--- config.mk ---
export PLATFORM = sky130hd
export DESIGN_NAME = ventilator_breath_controller_top_flat
export DESIGN_NICKNAME = d
export VERILOG_FILES = /design/src/rtl/vbc_pkg.sv /design/src/rtl/vbc_if.sv /design/src/rtl/vbc_divider.sv /design/src/rtl/vbc_ctrl.sv /design/src/rtl/vbc_datapath.sv /design/src/rtl/ventilator_breath_controller_top.sv /design/src/flat_wrapper.sv
export SDC_FILE = /design/constraint.sdc
export NUM_CORES = 2
export LEC_CHECK = 0
export ABC_CLOCK_PERIOD_IN_PS = 20900
export BUFFER_PORTS_ARGS = -buffer_cell sky130_fd_sc_hd__buf_4
export CAP_MARGIN = 20
export CORE_UTILIZATION = 50
export DETAILED_ROUTE_END_ITERATION = 6
export PLACE_DENSITY_LB_ADDON = 0.3
export SYNTH_ARGS = -nofsm -noshare
export SYNTH_HDL_FRONTEND = slang
export SYNTH_SLANG_ARGS = --single-unit
--- constraint.sdc ---
create_clock -name clk -period 20.9 [get_ports clk]
set_input_delay 1.045 -clock clk [delete_from_list [all_inputs] [get_ports clk]]
set_output_delay 1.045 -clock clk [all_outputs]
set_load 0.005 [all_outputs]
--- src/rtl/vbc_pkg.sv ---
// Shared types, constants and codes of the ventilator breath controller.
`timescale 1ns / 1ps
package vbc_pkg;

    // Fixed-point fraction bits of setpoints, targets and slopes.
    localparam int FRAC_BITS_DEF = 16;

    localparam int SEC_PER_MIN  = 60;
    localparam int MS_PER_SEC   = 1000;
    localparam int PHASE_PARTS  = 3;
    localparam int INHALE_MS_NUM = SEC_PER_MIN * MS_PER_SEC / PHASE_PARTS;
    localparam int EXHALE_MS_NUM = 2 * SEC_PER_MIN * MS_PER_SEC / PHASE_PARTS;

    localparam int LEN_W  = 16;
    localparam int ERR_W  = 18;
    localparam int VOL_W  = 24;
    localparam int CNT_W  = 16;

    localparam int CFG_IDX_W  = 3;
    localparam int CFG_DATA_W = 15;

    localparam logic [CFG_IDX_W-1:0] REG_RATE      = 3'd0;
    localparam logic [CFG_IDX_W-1:0] REG_VOL_TGT   = 3'd1;
    localparam logic [CFG_IDX_W-1:0] REG_PRES_TGT  = 3'd2;
    localparam logic [CFG_IDX_W-1:0] REG_VOL_MODE  = 3'd3;
    localparam logic [CFG_IDX_W-1:0] REG_ENABLE    = 3'd4;
    localparam logic [CFG_IDX_W-1:0] REG_TANK_LOW  = 3'd5;
    localparam logic [CFG_IDX_W-1:0] REG_TANK_HIGH = 3'd6;

    localparam logic [7:0]  RATE_RST      = 8'd85;
    localparam logic [9:0]  VOL_TGT_RST   = 10'd750;
    localparam logic [11:0] PRES_TGT_RST  = 12'd0;
    localparam logic [14:0] TANK_LOW_RST  = 15'd9000;
    localparam logic [14:0] TANK_HIGH_RST = 15'd10000;

    typedef enum logic [1:0] {
        PH_IDLE,
        PH_IN,
        PH_OUT
    } phase_t;

    typedef enum logic [3:0] {
        ST_WAIT_IN,
        ST_LEN_GO,
        ST_LEN_WAIT,
        ST_EVAL,
        ST_TLEN_GO,
        ST_TLEN_WAIT,
        ST_AIR_GO,
        ST_AIR_WAIT,
        ST_PSL_GO,
        ST_PSL_WAIT,
        ST_RESULT
    } state_t;

    typedef enum logic [2:0] {
        DOP_LEN_IN,
        DOP_LEN_OUT,
        DOP_AIR_IN,
        DOP_P_IN,
        DOP_AIR_OUT,
        DOP_P_OUT
    } div_op_t;

    typedef struct packed {
        logic    capture;
        logic    div_start;
        logic    div_wait;
        div_op_t div_op;
        logic    eval;
        logic    push;
    } cmd_t;

    typedef struct packed {
        phase_t phase;
        logic   exhale_start;
        logic   begin_breath;
        logic   div_done;
        logic   out_free;
    } status_t;

    typedef struct packed {
        logic [7:0]         dt_ms;
        logic signed [15:0] chamber_pressure;
        logic signed [15:0] tank_pressure;
        logic signed [15:0] flow_increment;
        logic               stop_request;
    } in_word_t;

    typedef struct packed {
        logic               vacuum_valve;
        logic               outlet_valve;
        logic               bridge_drive;
        logic               pump_on;
        logic               inhaling;
        logic signed [15:0] setpoint_pressure;
        logic [15:0]        breath_number;
        logic               halted;
    } out_word_t;

endpackage

--- src/rtl/vbc_if.sv ---
// Valid/ready channel interfaces for sample words and result words.
`timescale 1ns / 1ps
interface vbc_in_if;
    logic             valid;
    logic             ready;
    vbc_pkg::in_word_t data;

    modport source (output valid, output data, input ready);
    modport sink (input valid, input data, output ready);
endinterface

interface vbc_out_if;
    logic              valid;
    logic              ready;
    vbc_pkg::out_word_t data;

    modport source (output valid, output data, input ready);
    modport sink (input valid, input data, output ready);
endinterface

--- src/rtl/vbc_divider.sv ---
// Radix-2 restoring signed-by-unsigned divider, quotient truncated toward zero.
`timescale 1ns / 1ps
module vbc_divider #(
    parameter int DW = 38,
    parameter int LW = 16
) (
    input  logic                 clk,
    input  logic                 rst_n,
    input  logic                 start,
    input  logic signed [DW-1:0] dividend,
    input  logic [LW-1:0]        divisor,
    output logic                 busy,
    output logic                 done,
    output logic signed [DW-1:0] quotient
);
    localparam int CW = $clog2(DW + 1);

    logic          busy_reg, busy_next;
    logic          done_reg, done_next;
    logic [CW-1:0] cnt_reg, cnt_next;
    logic          neg_reg, neg_next;
    logic [DW-1:0] quo_reg, quo_next;
    logic [LW-1:0] rem_reg, rem_next;
    logic [LW-1:0] dvs_reg, dvs_next;
    logic signed [DW-1:0] res_reg, res_next;
    logic [LW:0]   trial;
    logic [LW:0]   shifted;
    logic          fits;

    always_comb
    begin
        shifted   = {rem_reg, quo_reg[DW-1]};
        trial     = shifted - {1'b0, dvs_reg};
        fits      = (shifted >= {1'b0, dvs_reg});
        busy_next = busy_reg;
        done_next = 1'b0;
        cnt_next  = cnt_reg;
        neg_next  = neg_reg;
        quo_next  = quo_reg;
        rem_next  = rem_reg;
        dvs_next  = dvs_reg;
        res_next  = res_reg;
        if (start)
        begin
            busy_next = 1'b1;
            cnt_next  = CW'(DW);
            neg_next  = dividend[DW-1];
            quo_next  = dividend[DW-1] ? DW'(-dividend) : dividend;
            rem_next  = '0;
            dvs_next  = divisor;
        end
        else if (busy_reg)
        begin
            rem_next = fits ? trial[LW-1:0] : shifted[LW-1:0];
            quo_next = {quo_reg[DW-2:0], fits};
            cnt_next = cnt_reg - CW'(1);
            if (cnt_reg == CW'(1))
            begin
                busy_next = 1'b0;
                done_next = 1'b1;
                res_next  = neg_reg ? -$signed(quo_next) : $signed(quo_next);
            end
        end
    end

    always_ff @(posedge clk or negedge rst_n)
    begin
        if (!rst_n)
        begin
            busy_reg <= 1'b0;
            done_reg <= 1'b0;
            cnt_reg  <= '0;
        end
        else
        begin
            busy_reg <= busy_next;
            done_reg <= done_next;
            cnt_reg  <= cnt_next;
        end
    end

    always_ff @(posedge clk)
    begin
        neg_reg <= neg_next;
        quo_reg <= quo_next;
        rem_reg <= rem_next;
        dvs_reg <= dvs_next;
        res_reg <= res_next;
    end

    assign busy     = busy_reg;
    assign done     = done_reg;
    assign quotient = res_reg;
endmodule

--- src/rtl/vbc_ctrl.sv ---
// Sequencer for one sample word: phase length, update, phase-start slopes, result.
`timescale 1ns / 1ps
module vbc_ctrl (
    input  logic            clk,
    input  logic            rst_n,
    input  logic            in_valid,
    output logic            in_ready,
    input  vbc_pkg::status_t status,
    output vbc_pkg::cmd_t    cmd
);
    import vbc_pkg::*;

    state_t state_reg, state_next;
    logic   kind_reg, kind_next;   // 1: exhale start, 0: breath start

    always_comb
    begin
        state_next = state_reg;
        kind_next  = kind_reg;
        unique case (state_reg)
            ST_WAIT_IN:
                if (in_valid)
                    state_next = (status.phase == PH_IDLE) ? ST_EVAL : ST_LEN_GO;
            ST_LEN_GO:    state_next = ST_LEN_WAIT;
            ST_LEN_WAIT:  if (status.div_done) state_next = ST_EVAL;
            ST_EVAL:
            begin
                kind_next = status.exhale_start;
                if (status.exhale_start || status.begin_breath)
                    state_next = ST_TLEN_GO;
                else
                    state_next = ST_RESULT;
            end
            ST_TLEN_GO:   state_next = ST_TLEN_WAIT;
            ST_TLEN_WAIT: if (status.div_done) state_next = ST_AIR_GO;
            ST_AIR_GO:    state_next = ST_AIR_WAIT;
            ST_AIR_WAIT:  if (status.div_done) state_next = ST_PSL_GO;
            ST_PSL_GO:    state_next = ST_PSL_WAIT;
            ST_PSL_WAIT:  if (status.div_done) state_next = ST_RESULT;
            ST_RESULT:    if (status.out_free) state_next = ST_WAIT_IN;
            default:      state_next = ST_WAIT_IN;
        endcase
    end

    always_comb
    begin
        in_ready      = (state_reg == ST_WAIT_IN);
        cmd.capture   = (state_reg == ST_WAIT_IN) && in_valid;
        cmd.div_start = 1'b0;
        cmd.div_wait  = 1'b0;
        cmd.div_op    = DOP_LEN_IN;
        cmd.eval      = (state_reg == ST_EVAL);
        cmd.push      = (state_reg == ST_RESULT) && status.out_free;
        unique case (state_reg)
            ST_LEN_GO, ST_LEN_WAIT:
            begin
                cmd.div_start = (state_reg == ST_LEN_GO);
                cmd.div_wait  = (state_reg == ST_LEN_WAIT);
                cmd.div_op    = (status.phase == PH_IN) ? DOP_LEN_IN : DOP_LEN_OUT;
            end
            ST_TLEN_GO, ST_TLEN_WAIT:
            begin
                cmd.div_start = (state_reg == ST_TLEN_GO);
                cmd.div_wait  = (state_reg == ST_TLEN_WAIT);
                cmd.div_op    = kind_reg ? DOP_LEN_OUT : DOP_LEN_IN;
            end
            ST_AIR_GO, ST_AIR_WAIT:
            begin
                cmd.div_start = (state_reg == ST_AIR_GO);
                cmd.div_wait  = (state_reg == ST_AIR_WAIT);
                cmd.div_op    = kind_reg ? DOP_AIR_OUT : DOP_AIR_IN;
            end
            ST_PSL_GO, ST_PSL_WAIT:
            begin
                cmd.div_start = (state_reg == ST_PSL_GO);
                cmd.div_wait  = (state_reg == ST_PSL_WAIT);
                cmd.div_op    = kind_reg ? DOP_P_OUT : DOP_P_IN;
            end
            default: ;
        endcase
    end

    always_ff @(posedge clk or negedge rst_n)
    begin
        if (!rst_n)
        begin
            state_reg <= ST_WAIT_IN;
            kind_reg  <= 1'b0;
        end
        else
        begin
            state_reg <= state_next;
            kind_reg  <= kind_next;
        end
    end
endmodule

--- src/rtl/vbc_datapath.sv ---
// Breath state, ramps, valve decisions, configuration registers and output word.
`timescale 1ns / 1ps
module vbc_datapath #(
    parameter int FRAC_BITS = vbc_pkg::FRAC_BITS_DEF
) (
    input  logic                               clk,
    input  logic                               rst_n,
    input  vbc_pkg::cmd_t                      cmd,
    output vbc_pkg::status_t                   status,
    input  vbc_pkg::in_word_t                  in_data,
    output logic                               out_valid,
    input  logic                               out_ready,
    output vbc_pkg::out_word_t                 out_data,
    input  logic                               cfg_we,
    input  logic [vbc_pkg::CFG_IDX_W-1:0]      cfg_index,
    input  logic [vbc_pkg::CFG_DATA_W-1:0]     cfg_data
);
    import vbc_pkg::*;

    localparam int SW = 16 + FRAC_BITS;    // setpoint
    localparam int DW = FRAC_BITS + 22;    // slopes, air target, divider
    localparam int PW = DW + 9;            // slope times dt
    localparam int XW = PW + 1;            // ramp sums
    localparam logic signed [XW-1:0] SP_MAX_X = XW'({1'b0, {(SW-1){1'b1}}});
    localparam logic signed [XW-1:0] SP_MIN_X = -SP_MAX_X - XW'(1);

    // Configuration registers.
    logic [7:0]  rate_reg;
    logic [9:0]  vol_tgt_reg;
    logic [11:0] pres_tgt_reg;
    logic        vol_mode_reg;
    logic        enable_reg, enable_next;
    logic [14:0] tank_low_reg;
    logic [14:0] tank_high_reg;

    // Breath state.
    phase_t             phase_reg, phase_next;
    logic [LEN_W-1:0]   elapsed_reg, elapsed_next;
    logic signed [SW-1:0] sp_reg, sp_next;
    logic signed [DW-1:0] air_reg, air_next;
    logic [VOL_W-1:0]   del_reg, del_next;
    logic signed [DW-1:0] p_slope_reg;
    logic signed [DW-1:0] a_slope_reg;
    logic signed [ERR_W-1:0] ie_reg, ie_next;
    logic signed [ERR_W-1:0] ee_reg, ee_next;
    logic               pump_reg, pump_next;
    logic [CNT_W-1:0]   count_reg, count_next;
    logic               halt_reg, halt_next;
    logic [LEN_W-1:0]   len_reg;

    in_word_t  in_reg;
    out_word_t res_reg, res_next;
    out_word_t out_reg;
    logic      out_valid_reg;
    logic signed [PW-1:0] p_prod_reg;
    logic signed [PW-1:0] a_prod_reg;

    // Divider.
    logic signed [DW-1:0] div_num;
    logic [LEN_W-1:0]     div_den;
    logic                 div_busy;
    logic                 div_done;
    logic signed [DW-1:0] div_quo;

    // Update terms.
    logic signed [15:0]   ch;
    logic signed [SW-1:0] ch_sh;
    logic [LEN_W:0]       el_sum;
    logic [LEN_W-1:0]     el_sat;
    logic                 past_end;
    logic                 boundary;
    logic                 vac;
    logic                 outlet;
    logic signed [XW-1:0] sp_x;
    logic signed [XW-1:0] sp_ramp;
    logic signed [XW-1:0] sp_clamped;
    logic signed [XW-1:0] sp_lim;
    logic signed [XW-1:0] air_ramp;
    logic signed [XW-1:0] del_sh;
    logic [VOL_W:0]       del_sum;
    logic [VOL_W-1:0]     del_acc;
    logic signed [15:0]   sp_floor;
    logic [7:0]           rate_eff;

    vbc_divider #(
        .DW (DW),
        .LW (LEN_W)
    ) u_div (
        .clk      (clk),
        .rst_n    (rst_n),
        .start    (cmd.div_start),
        .dividend (div_num),
        .divisor  (div_den),
        .busy     (div_busy),
        .done     (div_done),
        .quotient (div_quo)
    );

    assign ch       = in_reg.chamber_pressure;
    assign ch_sh    = $signed({ch, {FRAC_BITS{1'b0}}});
    assign sp_floor = $signed(sp_reg[SW-1:FRAC_BITS]);
    assign rate_eff = (rate_reg == 8'd0) ? 8'd1 : rate_reg;

    always_comb
    begin
        unique case (cmd.div_op)
            DOP_LEN_IN:  div_num = DW'(INHALE_MS_NUM);
            DOP_LEN_OUT: div_num = DW'(EXHALE_MS_NUM);
            DOP_AIR_IN:  div_num = $signed(DW'({vol_tgt_reg, {FRAC_BITS{1'b0}}}));
            DOP_P_IN:    div_num = (DW'($signed({1'b0, pres_tgt_reg})) + DW'(ie_reg))
                                   <<< FRAC_BITS;
            DOP_AIR_OUT: div_num = air_reg;
            DOP_P_OUT:   div_num = (DW'(ch) + DW'(ee_reg)) <<< FRAC_BITS;
            default:     div_num = '0;
        endcase
        if (cmd.div_op == DOP_LEN_IN || cmd.div_op == DOP_LEN_OUT)
            div_den = LEN_W'(rate_eff);
        else
            div_den = len_reg;
    end

    // Ramp steps and sample-tick update.
    always_comb
    begin
        el_sum   = {1'b0, elapsed_reg} + (LEN_W + 1)'(in_reg.dt_ms);
        el_sat   = el_sum[LEN_W] ? {LEN_W{1'b1}} : el_sum[LEN_W-1:0];
        past_end = (el_sat > len_reg);
        del_sum  = {1'b0, del_reg} + (VOL_W + 1)'(in_reg.flow_increment[14:0]);
        del_acc  = del_sum[VOL_W] ? {VOL_W{1'b1}} : del_sum[VOL_W-1:0];
        sp_x     = XW'(sp_reg);
        sp_lim   = (XW'($signed({1'b0, pres_tgt_reg})) + XW'(ee_reg)) <<< FRAC_BITS;
        if (phase_reg == PH_IN)
            sp_ramp = sp_x + XW'(p_prod_reg);
        else
            sp_ramp = sp_x - XW'(p_prod_reg);
        if (sp_ramp > SP_MAX_X)
            sp_clamped = SP_MAX_X;
        else if (sp_ramp < SP_MIN_X)
            sp_clamped = SP_MIN_X;
        else
            sp_clamped = sp_ramp;
        if (phase_reg == PH_IN)
            air_ramp = XW'(air_reg) + XW'(a_prod_reg);
        else
            air_ramp = XW'(air_reg) - XW'(a_prod_reg);

        phase_next   = phase_reg;
        elapsed_next = elapsed_reg;
        sp_next      = sp_reg;
        air_next     = air_reg;
        del_next     = del_reg;
        ie_next      = ie_reg;
        ee_next      = ee_reg;
        pump_next    = pump_reg;
        count_next   = count_reg;
        halt_next    = halt_reg;
        enable_next  = enable_reg;
        boundary     = 1'b0;
        vac          = 1'b0;
        outlet       = 1'b1;
        del_sh       = '0;

        unique case (phase_reg)
            PH_IN:
            begin
                elapsed_next = el_sat;
                if (!in_reg.flow_increment[15] && in_reg.flow_increment != 16'sd0)
                    del_next = del_acc;
                if (!past_end)
                begin
                    air_next = DW'(air_ramp);
                    if (sp_x <= sp_lim)
                        sp_next = SW'(sp_clamped);
                    del_sh = $signed(XW'({del_next, {FRAC_BITS{1'b0}}}));
                    if (vol_mode_reg)
                        vac = (del_sh <= XW'(air_next));
                    else
                        vac = (XW'(ch_sh) <= XW'(sp_next));
                    outlet = 1'b0;
                end
                else
                begin
                    // Exhale begins from the measured chamber pressure.
                    ie_next      = ERR_W'($signed({1'b0, pres_tgt_reg})) - ERR_W'(ch);
                    phase_next   = PH_OUT;
                    elapsed_next = '0;
                    sp_next      = ch_sh;
                    vac          = 1'b0;
                    outlet       = 1'b1;
                end
            end
            PH_OUT:
            begin
                elapsed_next = el_sat;
                if (!past_end)
                begin
                    air_next = air_ramp[XW-1] ? '0 : DW'(air_ramp);
                    if (sp_reg > 0)
                        sp_next = SW'(sp_clamped);
                    outlet = (ch_sh >= sp_next);
                end
                else
                begin
                    ee_next      = ERR_W'(ch) - ERR_W'(sp_floor);
                    del_next     = '0;
                    phase_next   = PH_IDLE;
                    elapsed_next = '0;
                    boundary     = 1'b1;
                end
            end
            default:
            begin
                phase_next = PH_IDLE;
                boundary   = 1'b1;
            end
        endcase

        if (boundary)
        begin
            if (in_reg.stop_request)
            begin
                halt_next   = 1'b1;
                enable_next = 1'b0;
                pump_next   = 1'b0;
                vac         = 1'b0;
                outlet      = 1'b1;
            end
            else if (enable_reg)
            begin
                count_next   = count_reg + CNT_W'(1);
                del_next     = '0;
                air_next     = '0;
                sp_next      = ch_sh;
                elapsed_next = '0;
                phase_next   = PH_IN;
                // Setpoint equals chamber and both volumes are zero, so the valve opens.
                vac          = 1'b1;
                outlet       = 1'b0;
            end
            else
            begin
                vac    = 1'b0;
                outlet = 1'b1;
            end
        end

        if (in_reg.tank_pressure <= $signed({1'b0, tank_low_reg}))
            pump_next = 1'b1;
        if (in_reg.tank_pressure >= $signed({1'b0, tank_high_reg}))
            pump_next = 1'b0;

        res_next.vacuum_valve      = vac;
        res_next.outlet_valve      = outlet;
        res_next.bridge_drive      = (phase_next == PH_IN);
        res_next.pump_on           = pump_next;
        res_next.inhaling          = (phase_next == PH_IN);
        res_next.setpoint_pressure = $signed(sp_next[SW-1:FRAC_BITS]);
        res_next.breath_number     = count_next;
        res_next.halted            = halt_next;
    end

    always_comb
    begin
        status.phase        = phase_reg;
        status.exhale_start = (phase_reg == PH_IN) && past_end;
        status.begin_breath = ((phase_reg == PH_IDLE) || ((phase_reg == PH_OUT) && past_end))
                              && !in_reg.stop_request && enable_reg;
        status.div_done     = div_done;
        status.out_free     = !out_valid_reg || out_ready;
    end

    always_ff @(posedge clk or negedge rst_n)
    begin
        if (!rst_n)
        begin
            rate_reg      <= RATE_RST;
            vol_tgt_reg   <= VOL_TGT_RST;
            pres_tgt_reg  <= PRES_TGT_RST;
            vol_mode_reg  <= 1'b0;
            enable_reg    <= 1'b0;
            tank_low_reg  <= TANK_LOW_RST;
            tank_high_reg <= TANK_HIGH_RST;
            phase_reg     <= PH_IDLE;
            elapsed_reg   <= '0;
            sp_reg        <= '0;
            air_reg       <= '0;
            del_reg       <= '0;
            p_slope_reg   <= '0;
            a_slope_reg   <= '0;
            ie_reg        <= '0;
            ee_reg        <= '0;
            pump_reg      <= 1'b1;
            count_reg     <= '0;
            halt_reg      <= 1'b0;
            len_reg       <= '0;
            out_valid_reg <= 1'b0;
        end
        else
        begin
            if (cfg_we)
            begin
                unique case (cfg_index)
                    REG_RATE:      rate_reg      <= cfg_data[7:0];
                    REG_VOL_TGT:   vol_tgt_reg   <= cfg_data[9:0];
                    REG_PRES_TGT:  pres_tgt_reg  <= cfg_data[11:0];
                    REG_VOL_MODE:  vol_mode_reg  <= cfg_data[0];
                    REG_ENABLE:
                    begin
                        enable_reg <= cfg_data[0];
                        halt_reg   <= 1'b0;
                    end
                    REG_TANK_LOW:  tank_low_reg  <= cfg_data[14:0];
                    REG_TANK_HIGH: tank_high_reg <= cfg_data[14:0];
                    default: ;
                endcase
            end
            else if (cmd.eval)
            begin
                enable_reg <= enable_next;
                halt_reg   <= halt_next;
            end
            if (cmd.eval)
            begin
                phase_reg   <= phase_next;
                elapsed_reg <= elapsed_next;
                sp_reg      <= sp_next;
                air_reg     <= air_next;
                del_reg     <= del_next;
                ie_reg      <= ie_next;
                ee_reg      <= ee_next;
                pump_reg    <= pump_next;
                count_reg   <= count_next;
            end
            if (cmd.div_wait && div_done)
            begin
                unique case (cmd.div_op)
                    DOP_LEN_IN, DOP_LEN_OUT: len_reg     <= div_quo[LEN_W-1:0];
                    DOP_AIR_IN, DOP_AIR_OUT: a_slope_reg <= div_quo;
                    DOP_P_IN, DOP_P_OUT:     p_slope_reg <= div_quo;
                    default: ;
                endcase
            end
            if (cmd.push)
                out_valid_reg <= 1'b1;
            else if (out_ready)
                out_valid_reg <= 1'b0;
        end
    end

    always_ff @(posedge clk)
    begin
        if (cmd.capture)
            in_reg <= in_data;
        if (cmd.eval)
            res_reg <= res_next;
        if (cmd.push)
            out_reg <= res_reg;
        // Ramp steps are ready well before the update; slopes and dt hold meanwhile.
        p_prod_reg <= p_slope_reg * $signed({1'b0, in_reg.dt_ms});
        a_prod_reg <= a_slope_reg * $signed({1'b0, in_reg.dt_ms});
    end

    assign out_valid = out_valid_reg;
    assign out_data  = out_reg;

`ifndef NO_ASSERTIONS
    a_halt_idle : assert property (@(posedge clk) disable iff (!rst_n)
        halt_reg |-> phase_reg == PH_IDLE)
        else $error("halted while a breath is running");

    a_idle_no_volume : assert property (@(posedge clk) disable iff (!rst_n)
        phase_reg == PH_IDLE |-> del_reg == '0)
        else $error("delivered volume left over outside a breath");

    a_div_free : assert property (@(posedge clk) disable iff (!rst_n)
        cmd.div_start |-> !div_busy)
        else $error("divider started while busy");

    a_push_after_eval : assert property (@(posedge clk) disable iff (!rst_n)
        cmd.eval |=> !cmd.eval)
        else $error("update applied twice for one word");
`endif
endmodule

--- src/rtl/ventilator_breath_controller_top.sv ---
// Top level of the ventilator breath controller: sequencer, datapath and ports.
// Flow: an idle tick is captured, evaluated and queued as a result word; during a phase the
// phase length is first divided out, and a phase start adds three serial divisions (next
// phase length, air slope, pressure slope) before the result word.
// One word is processed at a time; the next input word is taken while a result waits.
// Reset (rst_n, asynchronous, active low) gives idle phase, pump on, registers at defaults.
`timescale 1ns / 1ps
module ventilator_breath_controller_top #(
    parameter int FRAC_BITS = vbc_pkg::FRAC_BITS_DEF
) (
    input  logic                               clk,
    input  logic                               rst_n,
    vbc_in_if.sink                             in_ch,
    vbc_out_if.source                          out_ch,
    input  logic                               cfg_we,
    input  logic [vbc_pkg::CFG_IDX_W-1:0]      cfg_index,
    input  logic [vbc_pkg::CFG_DATA_W-1:0]     cfg_data
);
    import vbc_pkg::*;

    cmd_t    cmd;
    status_t status;
    logic    in_ready;

    vbc_ctrl u_ctrl (
        .clk      (clk),
        .rst_n    (rst_n),
        .in_valid (in_ch.valid),
        .in_ready (in_ready),
        .status   (status),
        .cmd      (cmd)
    );

    vbc_datapath #(
        .FRAC_BITS (FRAC_BITS)
    ) u_dp (
        .clk       (clk),
        .rst_n     (rst_n),
        .cmd       (cmd),
        .status    (status),
        .in_data   (in_ch.data),
        .out_valid (out_ch.valid),
        .out_ready (out_ch.ready),
        .out_data  (out_ch.data),
        .cfg_we    (cfg_we),
        .cfg_index (cfg_index),
        .cfg_data  (cfg_data)
    );

    assign in_ch.ready = in_ready;
endmodule

--- src/flat_wrapper.sv ---
// flat-port wrapper written by rule: the top's interface ports become plain ports
module ventilator_breath_controller_top_flat import vbc_pkg::*;
#(
    parameter int FRAC_BITS = vbc_pkg::FRAC_BITS_DEF
)
  (clk, rst_n, cfg_we, cfg_index, cfg_data, in_ch_valid, in_ch_data, in_ch_ready, out_ch_valid, out_ch_data, out_ch_ready);
  vbc_in_if in_ch_i ();
  vbc_out_if out_ch_i ();
  input  logic clk;
  input  logic rst_n;
  input  logic cfg_we;
  input  logic [vbc_pkg::CFG_IDX_W-1:0] cfg_index;
  input  logic [vbc_pkg::CFG_DATA_W-1:0] cfg_data;
  input wire logic [$bits(in_ch_i.valid)-1:0] in_ch_valid;
  input wire logic [$bits(in_ch_i.data)-1:0] in_ch_data;
  output wire logic [$bits(in_ch_i.ready)-1:0] in_ch_ready;
  output wire logic [$bits(out_ch_i.valid)-1:0] out_ch_valid;
  output wire logic [$bits(out_ch_i.data)-1:0] out_ch_data;
  input wire logic [$bits(out_ch_i.ready)-1:0] out_ch_ready;
  assign in_ch_i.valid = in_ch_valid;
  assign in_ch_i.data = in_ch_data;
  assign in_ch_ready = in_ch_i.ready;
  assign out_ch_valid = out_ch_i.valid;
  assign out_ch_data = out_ch_i.data;
  assign out_ch_i.ready = out_ch_ready;
  ventilator_breath_controller_top #(.FRAC_BITS(FRAC_BITS)) u_core (.clk(clk), .rst_n(rst_n), .in_ch(in_ch_i), .out_ch(out_ch_i), .cfg_we(cfg_we), .cfg_index(cfg_index), .cfg_data(cfg_data));
endmodule
==> results.yml <==
run_status:
  run_status: "finished clean"
synth:
  postSynthNetCount: 7940
  postSynth.asyncResetShare_pct: 49.85
  syn_area_per_cell_sq_um: 9.153
  synth_flop_cell: "sky130_fd_sc_hd__dfrtp_1"
  synth_area_sq_um: 62790
  synth_edf_count: 224
  synth-seq-area-share_pct: 27.49
  ys_warn_count: 0
  syn-instance-count: 6860
  netlist-cell-type-count: 95
  seq_cells_post_synth: 666
global_route:
  via_count_of_the_first_global_routing_pass: 50310
  groute.usage.overall_pct: 28.76
  grt_antenna_before_repair: 9
  globalRoute.totalOverflow: 0
  grt_max_degree: 133
  first_pass_grt_wire_length_mm: 285.9
flow_run:
  reported_max_cap_violation_count: 0
pwr:
  cellPowerDensity_nw_per_um2: 158.0
  power.switching_mw: 5.590
  combinationalPowerShare_pct: 67.9
  p_seq_share_pct: 18.4
  p_int_mw: 5.202
  report.power.total_mw: 10.79
  switching_share_pct: 51.80
  clock_power_share_pct: 13.7
  peakVddDrop_mv: 0.2084
  leakage_nw: 33.35
worst_setup_path:
  critical_path_arrival_ns: 9.42
  crit_family: "compound AO/OA/AOI/OAI gates"
  critPathLaunchType: "flip-flop"
  timing.critical_path.mode_cell: "sky130_fd_sc_hd__o21ai_0"
  cp_num_buf_inv: 1
  regToRegSetupSlack_ns: 11.97
  depth_of_the_worst_register_to_register_path: 35
  critical_path.max_stage_delay_ns: 0.61
  path_class: "reg2reg"
  worstSetupEndpointType: "flip-flop"
  critical_path.max_fanout: 36
  required_ns: 21.39
  critical_path_depth: 35
  worst_path_max_delay_cell: "sky130_fd_sc_hd__nor4b_1"
timing:
  worst-slew-pin-transition_ns: 1.153
  worst_slew_margin_rel_pct: 23.13
  unrepaired_setup_endpoints_after_global_routing: "false"
  share_of_the_clock_period_used_by_the_worst_path_after_layout_pct: 42.74
  totalNegativeSetupSlack_ns: 0
  clock_skew_ns: 0.04990
  report.final.setup_viol: 0
  slew_violations: 0
  final.hold.worst_slack_ns: 0.3791
  finalHoldViolCount: 0
  finalCriticalPeriod_ns: 8.932
  clock.fmax_ghz: 0.1120
placement:
  globalplace.congestion: 0.9723
  io_buffers: 119
  dpl_cell_area_sq_um: 65350
  dp.final_hpwl_mm: 141.2
die:
  initial_core_util_pct: 50.59
  io_pins: 120
  floorplan.core_area_sq_um: 124100
  floorplan.die_area_sq_um: 127000
  die_x_microns: 356.4
  rows: 129
  die_height_microns: 356.4
clocking:
  postCtsSetupBuffers: 0
  ctsRootBufferMaster: "sky130_fd_sc_hd__clkbuf_16"
  clock_path_buffers: 3
  cts_sinks: 666
  numCtsBuffers: 78
  clkSlewWorstSetupHoldPaths_ns: 0.07
  post_cts_resized: 0
  clock_tree_from_tritoncts: "done"
  ctsHtreeMaxLevel: 3
  clk_latency_ns: 0.68
  hold_buf_count_cts: 0
routing:
  totalWireLength_mm: 182.4
  detail_route.iter0.violations: 4086
  drc_markers: 0
  route.antenna.remaining_nets: 0
  routed_via_density: 5.884
  routed-via-count: 50520
  avgRoutedWirePerCell_microns: 21.24
  drt-pass1-iter-count: 6
hold_path:
  worstHoldPathType: "in2async"
layout:
  layout.cells.most_common: "sky130_fd_sc_hd__inv_1"
  finalNetCount: 7962
  final_layout_size_suffix_gt1_share_pct: 8.045
  stdcell_area_sq_um: 68310
  mostFrequentLayoutCells: "sky130_fd_sc_hd__inv_1, sky130_fd_sc_hd__nand2_1, sky130_fd_sc_hd__ha_1"
  area_growth_pct: 8.784
==> through the flow <==
stage               instances  util [%]  worst slack (ns)
global placement         8431     52.65             12.16
CTS                      8577     54.91             12.06
global route             8586     55.03             11.32
detailed placement       8431     52.65             12.11
floorplan                6860         -             13.46
finish                   8586     55.03             11.97
==> power by group through the flow <==
stage          logic [mW]  clock network (mW)  registers [mW]
6_report             7.33                1.48            1.99
3_5_place_dp         7.16                   0            2.00
2_1_floorplan        5.18                   0            1.87
3_3_place_gp         7.11                   0            2.00
5_1_grt              7.99                1.55            2.01
4_1_cts              7.21                1.50            1.98
==> synthesized netlist by cell type (13+ instances only) <==
cell type                  instances  area (sq um)
sky130_fd_sc_hd__a22o_1           45         394.1
sky130_fd_sc_hd__o211ai_1         18         135.1
sky130_fd_sc_hd__or2_2            15         93.84
sky130_fd_sc_hd__nor2_1          388          1456
sky130_fd_sc_hd__dfrtp_1         310          7757
sky130_fd_sc_hd__nor4_1           40         250.2
sky130_fd_sc_hd__ha_1            522          6531
sky130_fd_sc_hd__and2_1          416          2603
sky130_fd_sc_hd__or4_1            19         142.6
sky130_fd_sc_hd__inv_1           800          3003
sky130_fd_sc_hd__nand2_1         676          2537
sky130_fd_sc_hd__or3_1            46         287.8
sky130_fd_sc_hd__dfstp_2          22         578.1
sky130_fd_sc_hd__and4_1           15         131.4
sky130_fd_sc_hd__o22a_1           13         113.9
sky130_fd_sc_hd__buf_1            23         86.33
sky130_fd_sc_hd__dfxtp_1         110          2202
sky130_fd_sc_hd__o31ai_1          68         510.5
sky130_fd_sc_hd__o22ai_1          21         131.4
sky130_fd_sc_hd__nand4_1          66         412.9
sky130_fd_sc_hd__a21oi_1         403          2017
sky130_fd_sc_hd__a221oi_1         18         157.7
sky130_fd_sc_hd__o21bai_1         44         330.3
sky130_fd_sc_hd__a211o_1          13         113.9
sky130_fd_sc_hd__a31oi_1          51         319.1
sky130_fd_sc_hd__nor2b_1          55         344.1
sky130_fd_sc_hd__o21ai_0         339          1697
sky130_fd_sc_hd__clkbuf_1        209         784.5
sky130_fd_sc_hd__mux2_2          148          1667
sky130_fd_sc_hd__a21o_1          159          1194
sky130_fd_sc_hd__a21boi_0         19         142.6
sky130_fd_sc_hd__edfxtp_1        224          6726
sky130_fd_sc_hd__a22oi_1          15         112.6
sky130_fd_sc_hd__a211oi_1         47         352.8
sky130_fd_sc_hd__xor2_1          172          1506
sky130_fd_sc_hd__xnor2_1         255          2233
sky130_fd_sc_hd__mux2i_1          28         280.3
sky130_fd_sc_hd__fa_1            478          9569
sky130_fd_sc_hd__nand2b_1         62         387.9
sky130_fd_sc_hd__nand3_1          75         375.4
sky130_fd_sc_hd__o21a_1           57         427.9
sky130_fd_sc_hd__nor3_1           98         490.5
sky130_fd_sc_hd__and3_1           45         281.5
==> routing by layer <==
layer  up-vias  GRT usage, %  wire length (microns)
met1     24940         39.70                  79780
met4         8         10.94                   7643
met5         -             0                     57
li1      23460             -                      -
met3       344         4.266                  12410
met2      1773         45.64                  82520
==> cell type report <==
| type | instances | area [sq um] |
|---|---|---|
| Fill cell | 11060 | 55810 |
| Inverter | 805 | 3022 |
| Clock buffer | 102 | 2185 |
| Timing Repair Buffer | 186 | 1501 |
| Tap cell | 1637 | 2048 |
| Sequential cell | 666 | 17260 |
| Multi-Input combinational cell | 5145 | 41660 |
| Clock inverter | 44 | 629.4 |
| Antenna cell | 1 | 2.502 |
==> path summary, 6_finish.rpt <==
kind,startpoint,end
worst max-delay path,u_core.u_dp.p_prod_reg[0],u_core.u_dp.res_reg[37]
worst min register to register,u_core.u_dp.res_reg[9],u_core.u_dp.out_data[9]
worst min-delay path,rst_n,u_core.u_dp.tank_high_reg[11]
worst max register to register,u_core.u_dp.p_prod_reg[0],u_core.u_dp.res_reg[37]
min in group clk,u_core.u_dp.res_reg[9],u_core.u_dp.out_data[9]
max in group asynchronous,rst_n,u_core.u_dp.air_reg[35]
==> logic make-up (layout without fill, tap and decap cells) <==
| logic type | after synthesis | after routing | synth area share, % |
|---|---|---|---|
| other cells | 0 | 1 | 0 |
| fa+ha+maj | 1000 | 1000 | 25.64 |
| compound gates | 1474 | 1474 | 15.14 |
| xor+xnor | 427 | 427 | 5.956 |
| simple gates | 2068 | 2068 | 16.36 |
| buf+inv | 1049 | 1137 | 6.307 |
| flops | 666 | 666 | 27.49 |
| mux | 176 | 176 | 3.101 |
==> worst register-to-register path, delay by kind of cell (launching register included) <==
kind,cells,cell delay (ns)
AND/OR/NAND/NOR,12,3.50
XOR/XNOR,1,0.17
buffers and inverters,1,0.41
adder cells (fa/ha/maj),2,0.76
flip-flops,1,0.33
AO/OA/AOI/OAI,19,3.59
No activity file was read; power rests on OpenSTA's default activity.
